File: src/hw/rtl/dtsv_pkg.sv
// shared types and constants of the date and time string validator
`timescale 1ns / 1ps
`default_nettype none
package dtsv_pkg;

	localparam int CHAR_W   = 8;
	localparam int STATUS_W = 2;
	localparam int FIRST_W  = 7;
	localparam int SECOND_W = 14;
	localparam int THIRD_W  = 27;
	localparam int POS_W    = 4;
	localparam int FIELD_W  = 2;
	localparam int DIGIT_W  = 4;
	localparam int MOD25_W  = 5;

	// status codes
	localparam logic [STATUS_W-1:0] ST_VALID  = 2'd0;
	localparam logic [STATUS_W-1:0] ST_FORMAT = 2'd1;
	localparam logic [STATUS_W-1:0] ST_RANGE  = 2'd2;
	localparam logic [STATUS_W-1:0] ST_MONTH  = 2'd3;

	// field kinds
	localparam logic KIND_DATE = 1'b0;
	localparam logic KIND_TIME = 1'b1;

	// characters
	localparam logic [CHAR_W-1:0] CH_DOT   = 8'h2E;
	localparam logic [CHAR_W-1:0] CH_COLON = 8'h3A;
	localparam logic [CHAR_W-1:0] CH_ZERO  = 8'h30;
	localparam logic [CHAR_W-1:0] CH_NINE  = 8'h39;

	// field indexes
	localparam logic [FIELD_W-1:0] FLD_FIRST  = 2'd0;
	localparam logic [FIELD_W-1:0] FLD_SECOND = 2'd1;
	localparam logic [FIELD_W-1:0] FLD_THIRD  = 2'd2;

	// field end positions
	localparam logic [POS_W-1:0] LIM_FIRST     = 4'd2;
	localparam logic [POS_W-1:0] LIM_SECOND    = 4'd5;
	localparam logic [POS_W-1:0] LIM_DATE_LAST = 4'd10;
	localparam logic [POS_W-1:0] LIM_TIME_LAST = 4'd8;
	localparam logic [POS_W-1:0] POS_MAX       = 4'd11;

	// range limits
	localparam logic [FIRST_W-1:0]  DAY_MAX      = 7'd31;
	localparam logic [FIRST_W-1:0]  DAY_SHORT    = 7'd30;
	localparam logic [FIRST_W-1:0]  FEB_BASE     = 7'd28;
	localparam logic [FIRST_W-1:0]  HOUR_MAX     = 7'd23;
	localparam logic [SECOND_W-1:0] MINUTE_MAX   = 14'd59;
	localparam logic [THIRD_W-1:0]  SECOND_MAX   = 27'd59;
	localparam logic [SECOND_W-1:0] MONTH_MAX    = 14'd12;
	localparam logic [SECOND_W-1:0] MON_FEB      = 14'd2;
	localparam logic [SECOND_W-1:0] MON_APR      = 14'd4;
	localparam logic [SECOND_W-1:0] MON_JUN      = 14'd6;
	localparam logic [SECOND_W-1:0] MON_SEP      = 14'd9;
	localparam logic [SECOND_W-1:0] MON_NOV      = 14'd11;

	// values after one character step
	typedef struct packed {
		logic                bad;
		logic [FIRST_W-1:0]  first;
		logic [SECOND_W-1:0] second;
		logic [THIRD_W-1:0]  third;
		logic [MOD25_W-1:0]  third_mod25;
	} step_t;

endpackage
`default_nettype wire

File: src/hw/rtl/dtsv_if.sv
// request and result channel interfaces of the validator
`timescale 1ns / 1ps
`default_nettype none
interface dtsv_in_if;
	import dtsv_pkg::*;
	logic              valid;
	logic              ready;
	logic [CHAR_W-1:0] char_code;
	logic              last;
	modport source (output valid, char_code, last, input ready);
	modport sink (input valid, char_code, last, output ready);
endinterface

interface dtsv_out_if;
	import dtsv_pkg::*;
	logic                valid;
	logic                ready;
	logic [STATUS_W-1:0] status;
	logic [FIRST_W-1:0]  first_value;
	logic [SECOND_W-1:0] second_value;
	logic [THIRD_W-1:0]  third_value;
	modport source (output valid, status, first_value, second_value, third_value,
		input ready);
	modport sink (input valid, status, first_value, second_value, third_value,
		output ready);
endinterface
`default_nettype wire

File: src/hw/rtl/date_time_string_validator_core.sv
// top level: input register, parser, range check and result register
// a final character passes from the input register into the result register
// throughput: one character per cycle, set by the single input and result stage
// a final character waits in the input stage only while a verdict waits to be taken
// reset: arst_n clears the parse state, both stages and field_kind (date mode)
`timescale 1ns / 1ps
`default_nettype none
module date_time_string_validator_core
	import dtsv_pkg::*;
(
	input  wire logic   clk,
	input  wire logic   arst_n,
	input  wire logic   cfg_we,
	input  wire logic   cfg_wdata,
	dtsv_in_if.sink     char_ch,
	dtsv_out_if.source  result_ch
);

	// configuration: 0 date DD.MM.YYYY, 1 time HH:MM:SS
	logic field_kind_q;

	// input stage
	logic              valid_s1;
	logic [CHAR_W-1:0] char_s1;
	logic              last_s1;

	// result stage
	logic                out_valid_q;
	logic [STATUS_W-1:0] status_q;
	logic [FIRST_W-1:0]  first_q;
	logic [SECOND_W-1:0] second_q;
	logic [THIRD_W-1:0]  third_q;

	logic                out_free;
	logic                advance;
	step_t               step;
	logic [STATUS_W-1:0] range_status;

	// result register can take a new verdict
	assign out_free = !out_valid_q || result_ch.ready;
	// non-final characters never wait on the result side
	assign advance  = valid_s1 && (!last_s1 || out_free);
	assign char_ch.ready = !valid_s1 || advance;

	always_ff @(posedge clk or negedge arst_n) begin
		if (!arst_n) begin
			field_kind_q <= KIND_DATE;
		end else if (cfg_we) begin
			field_kind_q <= cfg_wdata;
		end
	end

	// input register
	always_ff @(posedge clk or negedge arst_n) begin
		if (!arst_n) begin
			valid_s1 <= 1'b0;
		end else if (char_ch.ready) begin
			valid_s1 <= char_ch.valid;
		end
	end

	always_ff @(posedge clk) begin
		if (char_ch.ready && char_ch.valid) begin
			char_s1 <= char_ch.char_code;
			last_s1 <= char_ch.last;
		end
	end

	// parse state advances once per character
	dtsv_parser u_parser (
		.clk       (clk),
		.arst_n    (arst_n),
		.en        (advance),
		.kind      (field_kind_q),
		.char_code (char_s1),
		.last      (last_s1),
		.step      (step)
	);

	// range check on values after the final character
	dtsv_range u_range (
		.kind        (field_kind_q),
		.first       (step.first),
		.second      (step.second),
		.third       (step.third),
		.third_mod25 (step.third_mod25),
		.status      (range_status)
	);

	// result register
	always_ff @(posedge clk or negedge arst_n) begin
		if (!arst_n) begin
			out_valid_q <= 1'b0;
		end else if (out_free) begin
			out_valid_q <= advance && last_s1;
		end
	end

	// format errors report zero values
	always_ff @(posedge clk) begin
		if (out_free && advance && last_s1) begin
			if (step.bad) begin
				status_q <= ST_FORMAT;
				first_q  <= '0;
				second_q <= '0;
				third_q  <= '0;
			end else begin
				status_q <= range_status;
				first_q  <= step.first;
				second_q <= step.second;
				third_q  <= step.third;
			end
		end
	end

	assign result_ch.valid        = out_valid_q;
	assign result_ch.status       = status_q;
	assign result_ch.first_value  = first_q;
	assign result_ch.second_value = second_q;
	assign result_ch.third_value  = third_q;

endmodule
`default_nettype wire

File: src/hw/rtl/dtsv_parser.sv
// per-character parse state: position, field, accumulators, format flag
`timescale 1ns / 1ps
`default_nettype none
module dtsv_parser
	import dtsv_pkg::*;
(
	input  wire logic              clk,
	input  wire logic              arst_n,
	input  wire logic              en,
	input  wire logic              kind,
	input  wire logic [CHAR_W-1:0] char_code,
	input  wire logic              last,
	output step_t                  step
);

	logic [POS_W-1:0]    pos_q;
	logic [FIELD_W-1:0]  field_q;
	logic [FIRST_W-1:0]  first_q;
	logic [SECOND_W-1:0] second_q;
	logic [THIRD_W-1:0]  third_q;
	logic [MOD25_W-1:0]  mod25_q;
	logic                bad_q;

	logic [POS_W-1:0]    lim;
	logic [POS_W-1:0]    lim_last;
	logic [POS_W-1:0]    pos_n;
	logic [FIELD_W-1:0]  field_n;
	logic [CHAR_W-1:0]   sep;
	logic [DIGIT_W-1:0]  digit;
	logic                is_digit;
	logic [7:0]          m25_sum;
	logic [13:0]         m25_prod;
	logic [3:0]          m25_quo;

	// x*10+d mod 25 on a value below 250, quotient by reciprocal 41/1024
	always_comb begin
		m25_sum  = 8'({mod25_q, 3'b000}) + 8'({mod25_q, 1'b0}) + 8'(digit);
		m25_prod = 14'(m25_sum) * 14'd41;
		m25_quo  = m25_prod[13:10];
	end

	always_comb begin
		lim_last = (kind == KIND_TIME) ? LIM_TIME_LAST : LIM_DATE_LAST;
		sep      = (kind == KIND_TIME) ? CH_COLON : CH_DOT;
		case (field_q)
			FLD_FIRST:  lim = LIM_FIRST;
			FLD_SECOND: lim = LIM_SECOND;
			default:    lim = lim_last;
		endcase
		is_digit = (char_code >= CH_ZERO) && (char_code <= CH_NINE);
		digit    = DIGIT_W'(char_code - CH_ZERO);

		step.bad         = bad_q;
		step.first       = first_q;
		step.second      = second_q;
		step.third       = third_q;
		step.third_mod25 = mod25_q;
		field_n          = field_q;

		if (!bad_q) begin
			if (pos_q < lim && char_code != CH_DOT) begin
				if (is_digit) begin
					case (field_q)
						FLD_FIRST: step.first = FIRST_W'({first_q, 3'b000})
							+ FIRST_W'({first_q, 1'b0}) + FIRST_W'(digit);
						FLD_SECOND: step.second = SECOND_W'({second_q, 3'b000})
							+ SECOND_W'({second_q, 1'b0}) + SECOND_W'(digit);
						default: begin
							step.third = THIRD_W'({third_q, 3'b000})
								+ THIRD_W'({third_q, 1'b0}) + THIRD_W'(digit);
							step.third_mod25 = MOD25_W'(m25_sum - 8'(m25_quo) * 8'd25);
						end
					endcase
				end else begin
					step.bad = 1'b1;
				end
			end else if (field_q < FLD_THIRD && char_code == sep) begin
				field_n = field_q + 2'd1;
			end else begin
				step.bad = 1'b1;
			end
		end

		pos_n = (pos_q < POS_MAX) ? pos_q + 4'd1 : pos_q;

		// implied end of string right after the last character
		if (last) begin
			if (field_n != FLD_THIRD || pos_n < lim_last) step.bad = 1'b1;
			if (pos_n > lim_last) step.bad = 1'b1;
		end
	end

	always_ff @(posedge clk or negedge arst_n) begin
		if (!arst_n) begin
			pos_q    <= '0;
			field_q  <= FLD_FIRST;
			first_q  <= '0;
			second_q <= '0;
			third_q  <= '0;
			mod25_q  <= '0;
			bad_q    <= 1'b0;
		end else if (en) begin
			if (last) begin
				pos_q    <= '0;
				field_q  <= FLD_FIRST;
				first_q  <= '0;
				second_q <= '0;
				third_q  <= '0;
				mod25_q  <= '0;
				bad_q    <= 1'b0;
			end else begin
				pos_q    <= pos_n;
				field_q  <= field_n;
				first_q  <= step.first;
				second_q <= step.second;
				third_q  <= step.third;
				mod25_q  <= step.third_mod25;
				bad_q    <= step.bad;
			end
		end
	end

endmodule
`default_nettype wire

File: src/hw/rtl/dtsv_range.sv
// calendar and clock range check on parsed values
`timescale 1ns / 1ps
`default_nettype none
module dtsv_range
	import dtsv_pkg::*;
(
	input  wire logic                kind,
	input  wire logic [FIRST_W-1:0]  first,
	input  wire logic [SECOND_W-1:0] second,
	input  wire logic [THIRD_W-1:0]  third,
	input  wire logic [MOD25_W-1:0]  third_mod25,
	output logic      [STATUS_W-1:0] status
);

	logic               div4;
	logic               div16;
	logic               div25;
	logic               leap;
	logic [FIRST_W-1:0] feb_max;
	logic               short_month;

	always_comb begin
		div4        = (third[1:0] == 2'b00);
		div16       = (third[3:0] == 4'b0000);
		div25       = (third_mod25 == '0);
		// divisible by 100 is by 4 and 25, by 400 is by 16 and 25
		leap        = (div4 && !div25) || (div16 && div25);
		feb_max     = FEB_BASE + FIRST_W'(leap);
		short_month = (second == MON_APR) || (second == MON_JUN)
			|| (second == MON_SEP) || (second == MON_NOV);

		if (kind == KIND_TIME) begin
			status = (first > HOUR_MAX || second > MINUTE_MAX || third > SECOND_MAX)
				? ST_RANGE : ST_VALID;
		end else if (first > DAY_MAX) begin
			status = ST_RANGE;
		end else if (second == MON_FEB && first > feb_max) begin
			status = ST_RANGE;
		end else if (short_month && first > DAY_SHORT) begin
			status = ST_RANGE;
		end else if (second > MONTH_MAX) begin
			status = ST_MONTH;
		end else begin
			status = ST_VALID;
		end
	end

endmodule
`default_nettype wire
File: src/flat_wrapper.sv
// flat-port wrapper written by rule: the top's interface ports become plain ports
module date_time_string_validator_core_flat import dtsv_pkg::*;
  (clk, arst_n, cfg_we, cfg_wdata, char_ch_valid, char_ch_char_code, char_ch_last, char_ch_ready, result_ch_valid, result_ch_status, result_ch_first_value, result_ch_second_value, result_ch_third_value, result_ch_ready);
  dtsv_in_if char_ch_i ();
  dtsv_out_if result_ch_i ();
  input  wire logic clk;
  input  wire logic arst_n;
  input  wire logic cfg_we;
  input  wire logic cfg_wdata;
  input wire logic [$bits(char_ch_i.valid)-1:0] char_ch_valid;
  input wire logic [$bits(char_ch_i.char_code)-1:0] char_ch_char_code;
  input wire logic [$bits(char_ch_i.last)-1:0] char_ch_last;
  output wire logic [$bits(char_ch_i.ready)-1:0] char_ch_ready;
  output wire logic [$bits(result_ch_i.valid)-1:0] result_ch_valid;
  output wire logic [$bits(result_ch_i.status)-1:0] result_ch_status;
  output wire logic [$bits(result_ch_i.first_value)-1:0] result_ch_first_value;
  output wire logic [$bits(result_ch_i.second_value)-1:0] result_ch_second_value;
  output wire logic [$bits(result_ch_i.third_value)-1:0] result_ch_third_value;
  input wire logic [$bits(result_ch_i.ready)-1:0] result_ch_ready;
  assign char_ch_i.valid = char_ch_valid;
  assign char_ch_i.char_code = char_ch_char_code;
  assign char_ch_i.last = char_ch_last;
  assign char_ch_ready = char_ch_i.ready;
  assign result_ch_valid = result_ch_i.valid;
  assign result_ch_status = result_ch_i.status;
  assign result_ch_first_value = result_ch_i.first_value;
  assign result_ch_second_value = result_ch_i.second_value;
  assign result_ch_third_value = result_ch_i.third_value;
  assign result_ch_i.ready = result_ch_ready;
  date_time_string_validator_core u_core (.clk(clk), .arst_n(arst_n), .cfg_we(cfg_we), .cfg_wdata(cfg_wdata), .char_ch(char_ch_i), .result_ch(result_ch_i));
endmodule
File: config.mk
export PLATFORM = sky130hd
export DESIGN_NAME = date_time_string_validator_core_flat
export DESIGN_NICKNAME = d
export VERILOG_FILES = /design/src/hw/rtl/dtsv_pkg.sv /design/src/hw/rtl/dtsv_if.sv /design/src/hw/rtl/date_time_string_validator_core.sv /design/src/hw/rtl/dtsv_parser.sv /design/src/hw/rtl/dtsv_range.sv /design/src/flat_wrapper.sv
export SDC_FILE = /design/constraint.sdc
export NUM_CORES = 1
export LEC_CHECK = 0
export BUFFER_PORTS_ARGS = -buffer_cell sky130_fd_sc_hd__buf_2
export CAP_MARGIN = 5
export CORE_AREA = 2 2 139 141
export CTS_BUF_LIST = sky130_fd_sc_hd__clkbuf_4 sky130_fd_sc_hd__clkbuf_8 sky130_fd_sc_hd__clkbuf_16
export CTS_CLUSTER_SIZE = 12
export DETAILED_ROUTE_END_ITERATION = 10
export DIE_AREA = 0 0 141 143
export GPL_ROUTABILITY_DRIVEN = 0
export PLACE_DENSITY = 0.75
export SYNTH_ARGS = -nofsm -noshare
export SYNTH_HDL_FRONTEND = slang
export SYNTH_SLANG_ARGS = --single-unit
File: constraint.sdc
create_clock -name clk -period 11.3 [get_ports clk]
set_input_delay 2.26 -clock clk [delete_from_list [all_inputs] [get_ports clk]]
set_output_delay 2.26 -clock clk [all_outputs]
set_load 0.1 [all_outputs]
### Yosys cells after proc, flatten, opt, wreduce, memory -nomap -nowiden

Index checks and enable logic that the tools add are counted.

* bits in registers: 122
* logic and storage cells: 117
* output and inout bits: 52
* bits of input ports: 15

* reduce and logical (&&, ||, !) cells: 31
* order comparisons: 14
* equality and inequality tests: 9
* multiply operators: 2
* multiplexer cells: 32
* add/subtract/negate cells: 13

Operators by type and width (count)
* 53-bit 2-to-1 mux: 2
* 54-bit 2-to-1 mux: 1
* 32-bit 2-to-1 mux: 1
* 14-bit by 3-bit equality test with 1-bit output, second input constant: 2
* 14-bit by 4-bit equality test with 1-bit output, second input constant: 2
* 14-bit 2-to-1 mux: 2
* 27-bit adder: 1
* 27-bit by 4-bit adder with 27-bit output: 1
* 27-bit by 6-bit > comparator with 1-bit output, second input constant: 1
* 27-bit 2-to-1 mux: 1
* 2-bit 2-to-1 mux: 11
* 7-bit by 5-bit > comparator with 1-bit output, second input constant: 3
* 14-bit adder: 1
* 14-bit by 4-bit adder with 14-bit output: 1
* 14-bit by 2-bit equality test with 1-bit output, second input constant: 1
* 14-bit by 4-bit > comparator with 1-bit output, second input constant: 1
* 14-bit by 6-bit > comparator with 1-bit output, second input constant: 1
* 8-bit by 6-bit multiplier with 14-bit output, second input constant: 1
* 7-bit 2-to-1 mux: 2
* 1-bit logical AND: 12
* 1-bit logical OR: 10
* 5-bit 2-to-1 mux: 2
* 8-bit by 4-bit adder with 8-bit output: 1
* 8-bit by 6-bit adder with 8-bit output: 1
* other kinds (27): 39

### Longest topological paths before layout

* depth after elaboration: 19
* depth in mapped cells: 34

### Cells and area by module

Synthesis repeated with hierarchy kept, for this count alone.

* cells, all modules: 864
* area total of the unflattened synthesis: 8891.0 um2

Modules (own cells, without submodules)
* dtsv_parser: instances 1, cells each 700, area each 6362.4 um2, seq. area each 1501.4 um2
* date_time_string_validator_core: instances 1, cells each 126, area each 2250.9 um2, seq. area each 1846.8 um2
* dtsv_range: instances 1, cells each 38, area each 277.8 um2, seq. area each 0.0 um2

### Worst setup path after synthesis

OpenSTA, ideal clock, no wires.

* kind: flip-flop to flip-flop
* from: register u_core.char_s1[3]
* to: register u_core.status_q[1] (netlist: u_core.result_ch.status[1]), data pin
* arrival time: 6898 ps
* slack: 4264 ps
* period minus slack after synthesis: 7036 ps
* required time: 11162 ps
* setup time: 138 ps
* cell stages (with the launch flop): 32
* cell sequence: edfxtp_1 > fa_1 > inv_1 > fa_1 > inv_1 > a21o_1 > a21oi_1 > xnor2_1 > fa_1 > ha_1 > ha_1 > nand4_1 > o21bai_1 > a21o_1 > a21o_1 > a21oi_1 > xnor2_1 > ha_1 > fa_1 > inv_1 > fa_1 > nand2_1 > nand3b_1 > xnor3_1 > xnor2_1 > a31oi_1 > ha_1 > o21ai_0 > a21oi_1 > a211o_1 > a41o_2 > nor2_1

* word-level cells in the longest chain between the ends: 19
* elaborated cells between the ends (all ways): 65
* those cells by class: 7 x add/sub; 2 x mul; 9 x order compare; 8 x eq/ne; 21 x mux; 18 x reduce/logical

Ends and longest elaborated chain
* start: declaration: line date_time_string_validator_core.sv:24 `logic [CHAR_W-1:0] char_s1;`
* start signal: assignment: line date_time_string_validator_core.sv:64 `char_s1 <= char_ch.char_code;`
* 4-bit by 1-bit subtractor with 4-bit output: line dtsv_parser.sv:51 `digit = DIGIT_W'(char_code - CH_ZERO);`
* 8-bit by 4-bit adder with 8-bit output: line dtsv_parser.sv:37 `m25_sum = 8'({mod25_q, 3'b000}) + 8'({mod25_q, 1'b0}) + 8'(digit);`
* 8-bit by 6-bit multiplier with 14-bit output: line dtsv_parser.sv:38 `m25_prod = 14'(m25_sum) * 14'd41;`
* 4-bit by 5-bit multiplier with 5-bit output: line dtsv_parser.sv:71 `step.third_mod25 = MOD25_W'(m25_sum - 8'(m25_quo) * 8'd25);`
* 5-bit subtractor: line dtsv_parser.sv:71
* 32-bit 2-to-1 mux: line dtsv_parser.sv:63 `case (field_q)`
* 53-bit 2-to-1 mux: line dtsv_parser.sv:62 `if (is_digit) begin`
* 53-bit 2-to-1 mux: line dtsv_parser.sv:61 `if (pos_q < lim && char_code != CH_DOT) begin`
* [... 3 more ...]
* 1-bit logical AND: line dtsv_range.sv:27 `leap = (div4 && !div25) || (div16 && div25);`
* 1-bit logical OR: line dtsv_range.sv:27
* 5-bit by 1-bit adder with 6-bit output: line dtsv_range.sv:28 `feb_max = FEB_BASE + FIRST_W'(leap);`
* 7-bit by 6-bit > comparator with 1-bit output: line dtsv_range.sv:37 `end else if (second == MON_FEB && first > feb_max) begin`
* 1-bit logical AND: line dtsv_range.sv:37
* 2-bit 2-to-1 mux: line dtsv_range.sv:37
* 2-bit 2-to-1 mux: line dtsv_range.sv:35 `end else if (first > DAY_MAX) begin`
* 2-bit 2-to-1 mux: line dtsv_range.sv:32 `if (kind == KIND_TIME) begin`
* end signal: assignment: line date_time_string_validator_core.sv:108 `status_q <= range_status;`
* end: declaration: line date_time_string_validator_core.sv:29 `logic [STATUS_W-1:0] status_q;`

Parallel ways exist; a longest one is shown, timed or not.
A chain may end at the register's enable or synchronous reset.

### Worst setup path after layout

Ends and elaborated chain as after synthesis.

==> results by group <==
Critical path
  – Crit-path most repeated cell: ha_1
  – Setup crit end kind: flip-flop
  – Worst path max stage delay: around 0.58 ns
  – Worst path slowest cell: fa_1
  – CP max FO: 6
  – CP required: 11.59 ns
  – Crit path max-delay family: adder cells
  – Worst path buffer plus inverter count: 2
  – Crit path arrival time: 8.10 ns
  – Crit. path cell count: 28
  – CP Class: flip-flop to flip-flop
  – CP Launch Type: flip-flop
  – R2R cell count: 28

Global route
  – Initial antenna violation count: 0
  – Total GRT Usage: 0.229
  – Grt total ovfl: 0
  – Largest net degree at the start of global routing: 64
  – Vias in the first global route: roughly 7400
  – First-pass GRT wire length: 36.8 mm

Synthesis
  – Most frequent cell after synthesis: ha_1
  – Register bit total from synthesis: 122
  – Ys flop type: dfrtp_1
  – Synth cell count leaders: ha_1 (127), nand2_1 (104), nor2_1 (77), o21ai_0 (75), dfrtp_1 (63)
  – Yosys cell types: 73
  – Synth top area cells: edfxtp_1 (19%), ha_1 (17%), dfrtp_1 (17%)
  – EDFF count, synth: 59
  – Mapped Nets: approximately 1100
  – Async SR Flop Fraction: 0.516
  – Gate Count Post-Synth: 960
  – Synth warn: 0
  – Area share of the largest cell type after synthesis: 0.192
  – Synthesized area per cell: 9.61 um2
  – Area leader, netlist: edfxtp_1
  – Mapped Area: about 0.009 mm2
  – Sequential area share after synthesis: 0.363

Die
  – Core Region: 0.0186 mm2
  – Rows: 50
  – Die area: 0.0202 mm2
  – Initial Util: 0.497
  – Die Wd: 141 um
  – Height of the die: 143 um
  – I/O pin count: 67

Clock network
  – CTS buffer count: 17
  – H-tree depth reported by CTS: 4
  – Setup bufs post-CTS: 0
  – Worst-Skew Late Latency: between 0.4 and 0.5 ns
  – Hold Buf Count CTS: 0
  – Clk root buf: clkbuf_16
  – TritonCTS Sinks: 122
  – CTS clk-pin slew, worst paths: 0.06 ns
  – CTS tree: done
  – Cells resized by post-CTS repair: 0
  – Longest Clk Path Bufs: 2

Drt
  – DRT Wirelength: 22.3 mm
  – WL per Instance: 17.6 um
  – Via count: 7626
  – DRT iter0 DRCs: 564
  – Drt via density: 6.01
  – Drt drc: 0
  – DRT antenna net count: 0
  – Drt pass-1 iters: 6

Timing
  – Final setup vio count: 0
  – RSZ-0062 raised after global routing: false
  – Final Hold Viols: 0
  – Final count of pins violating max slew: 0
  – Crit share post-route: 0.691
  – Max-slew headroom: 0.219
  – Setup TNS: 0 ns
  – Worst-Margin Slew: between 1 and 1.5 ns
  – Worst hold slack: around 0.49 ns
  – FMAX: 128 MHz
  – Crit path time final: between 7 and 8 ns
  – Setup Skew: 0.00907 ns

Finish
  – Reg area: 0.00335 mm2
  – Ant. Diodes: 0
  – # fillers: 1639
  – Nets: 1174
  – Share of cells above drive strength 1: 0.116
  – Area growth syn-to-layout: 12.4%
  – Multi-input logic area: 0.00563 mm2
  – Design area: between 0.01 and 0.015 mm2

Placement
  – Final HPWL DP: between 15 and 20 mm
  – IO buf count: 66
  – Placed Area: 0.00978 mm2

Pwr
  – Leakage: 4.73 nW
  – Sequential share of power: 0.347
  – Int Power: 0.992 mW
  – Switching power: about 0.46 mW
  – Comb power frac: 0.274
  – VDD IR max: 0.142 mV
  – Net Sw Frac: 0.318
  – Cell Pwr Density: roughly 140 mW/mm2
  – Clk pwr share: 0.380

Min path
  – Worst hold path depth: 2
  – Min-Delay Path Class: flip-flop to flip-flop

Outcome
  – Status: completed

Job
  – Max cap viols: 0
-- power groups by stage --
stage / logic [mW] / registers [mW] / clock network, mW
2_1_floorplan: 0.259 / 0.561 / 0
3_3_place_gp: 0.380 / 0.511 / 0
3_5_place_dp: 0.399 / 0.512 / 0
4_1_cts: 0.402 / 0.504 / 0.555
5_1_grt: 0.449 / 0.507 / 0.576
6_report: 0.398 / 0.504 / 0.553
-- state kept, by name, indices dropped and copies added, names as in the netlist, 4 cells and up --
register	cells
u_core.u_parser.mod25_q	5
u_core.result_ch.third_value	27
u_core.u_parser.first_q	7
u_core.char_s1	8
u_core.u_parser.pos_q	4
u_core.u_parser.third_q	27
u_core.result_ch.first_value	7
u_core.u_parser.second_q	14
u_core.result_ch.second_value	14
-- worst reg2reg max path, delay by kind of cell (launching register included) --
family	cells	cell delay (ns)
AO/OA/AOI/OAI	8	1.57
XOR/XNOR	5	1.36
adder cells (fa/ha/maj)	10	3.80
buffers and inverters	2	0.13
flip-flops	1	0.55
AND/OR/NAND/NOR	3	0.27
-- layer usage --
metal  part of all wire  vias up  global-route usage
met1               0.45     3639               0.309
met5                  0        -                   0
li1                   -     3698                   -
met3              0.058       44              0.0490
met2               0.46      245               0.368
met4              0.022        0              0.0805
-- area by class of cell --
| class | count | share of cell area |
|---|---|---|
| Clock buffer | 22 | 0.0452 |
| Timing Repair Buffer | 74 | 0.0376 |
| Tap cell | 234 | 0.0282 |
| Sequential cell | 122 | 0.323 |
| Clock inverter | 10 | 0.0121 |
| Inverter | 32 | 0.0116 |
| Multi-Input combinational cell | 774 | 0.543 |
-- metrics by stage --
stage	instances	worst slack, ns	power (mW)	utilization
after floorplan	960	4.26	0.820	-
after global placement	1236	3.67	0.892	0.527
after detailed placement	1236	3.54	0.911	0.527
after CTS	1268	3.50	1.46	0.559
after global routing	1268	3.04	1.53	0.559
final	1268	3.49	1.46	0.559
-- placed cells by master, fill, tap and decap left out, drive strengths merged, types with 9 or more instances in the layout --
cell and n:
ha 127, nand2 104, o21ai 80, nor2 77, buf 74, dfrtp 63
edfxtp 59, a21oi 56, xnor2 35, inv 32, nand3 23, clkbuf 22
nor3 21, mux2i 18, a22o 18, nand4 13, nor2b 13, nor4 12
nand2b 12, a21o 11, a211oi 11, fa 11, and2 11, xor2 9
or3 9, nor3b 9
-- path summary, 6_finish.rpt --
path	start	slack, ns	to
worst max-delay path	u_core.char_s1[3]	3.49	u_core.result_ch.status[1]
worst min-delay path	u_core.u_parser.second_q[13]	0.49	u_core.u_parser.second_q[13]
worst max register to register	u_core.char_s1[3]	3.49	u_core.result_ch.status[1]
worst min register to register	u_core.u_parser.second_q[13]	0.49	u_core.u_parser.second_q[13]
max in group asynchronous	arst_n	8.69	u_core.u_parser.second_q[2]
min in group asynchronous	arst_n	2.03	u_core.u_parser.third_q[10]
-- kinds of logic (layout without fill, tap and decap cells) --
logic type / after synthesis / count (layout) / synth area share
compound gates: 246 / 246 / 0.175
xor+xnor: 45 / 45 / 0.0442
fa+ha+maj: 138 / 138 / 0.196
buf+inv: 64 / 138 / 0.0275
flops: 122 / 122 / 0.363
mux: 18 / 18 / 0.0195
simple gates: 327 / 327 / 0.175
No activity file was read; power rests on OpenSTA's default activity.
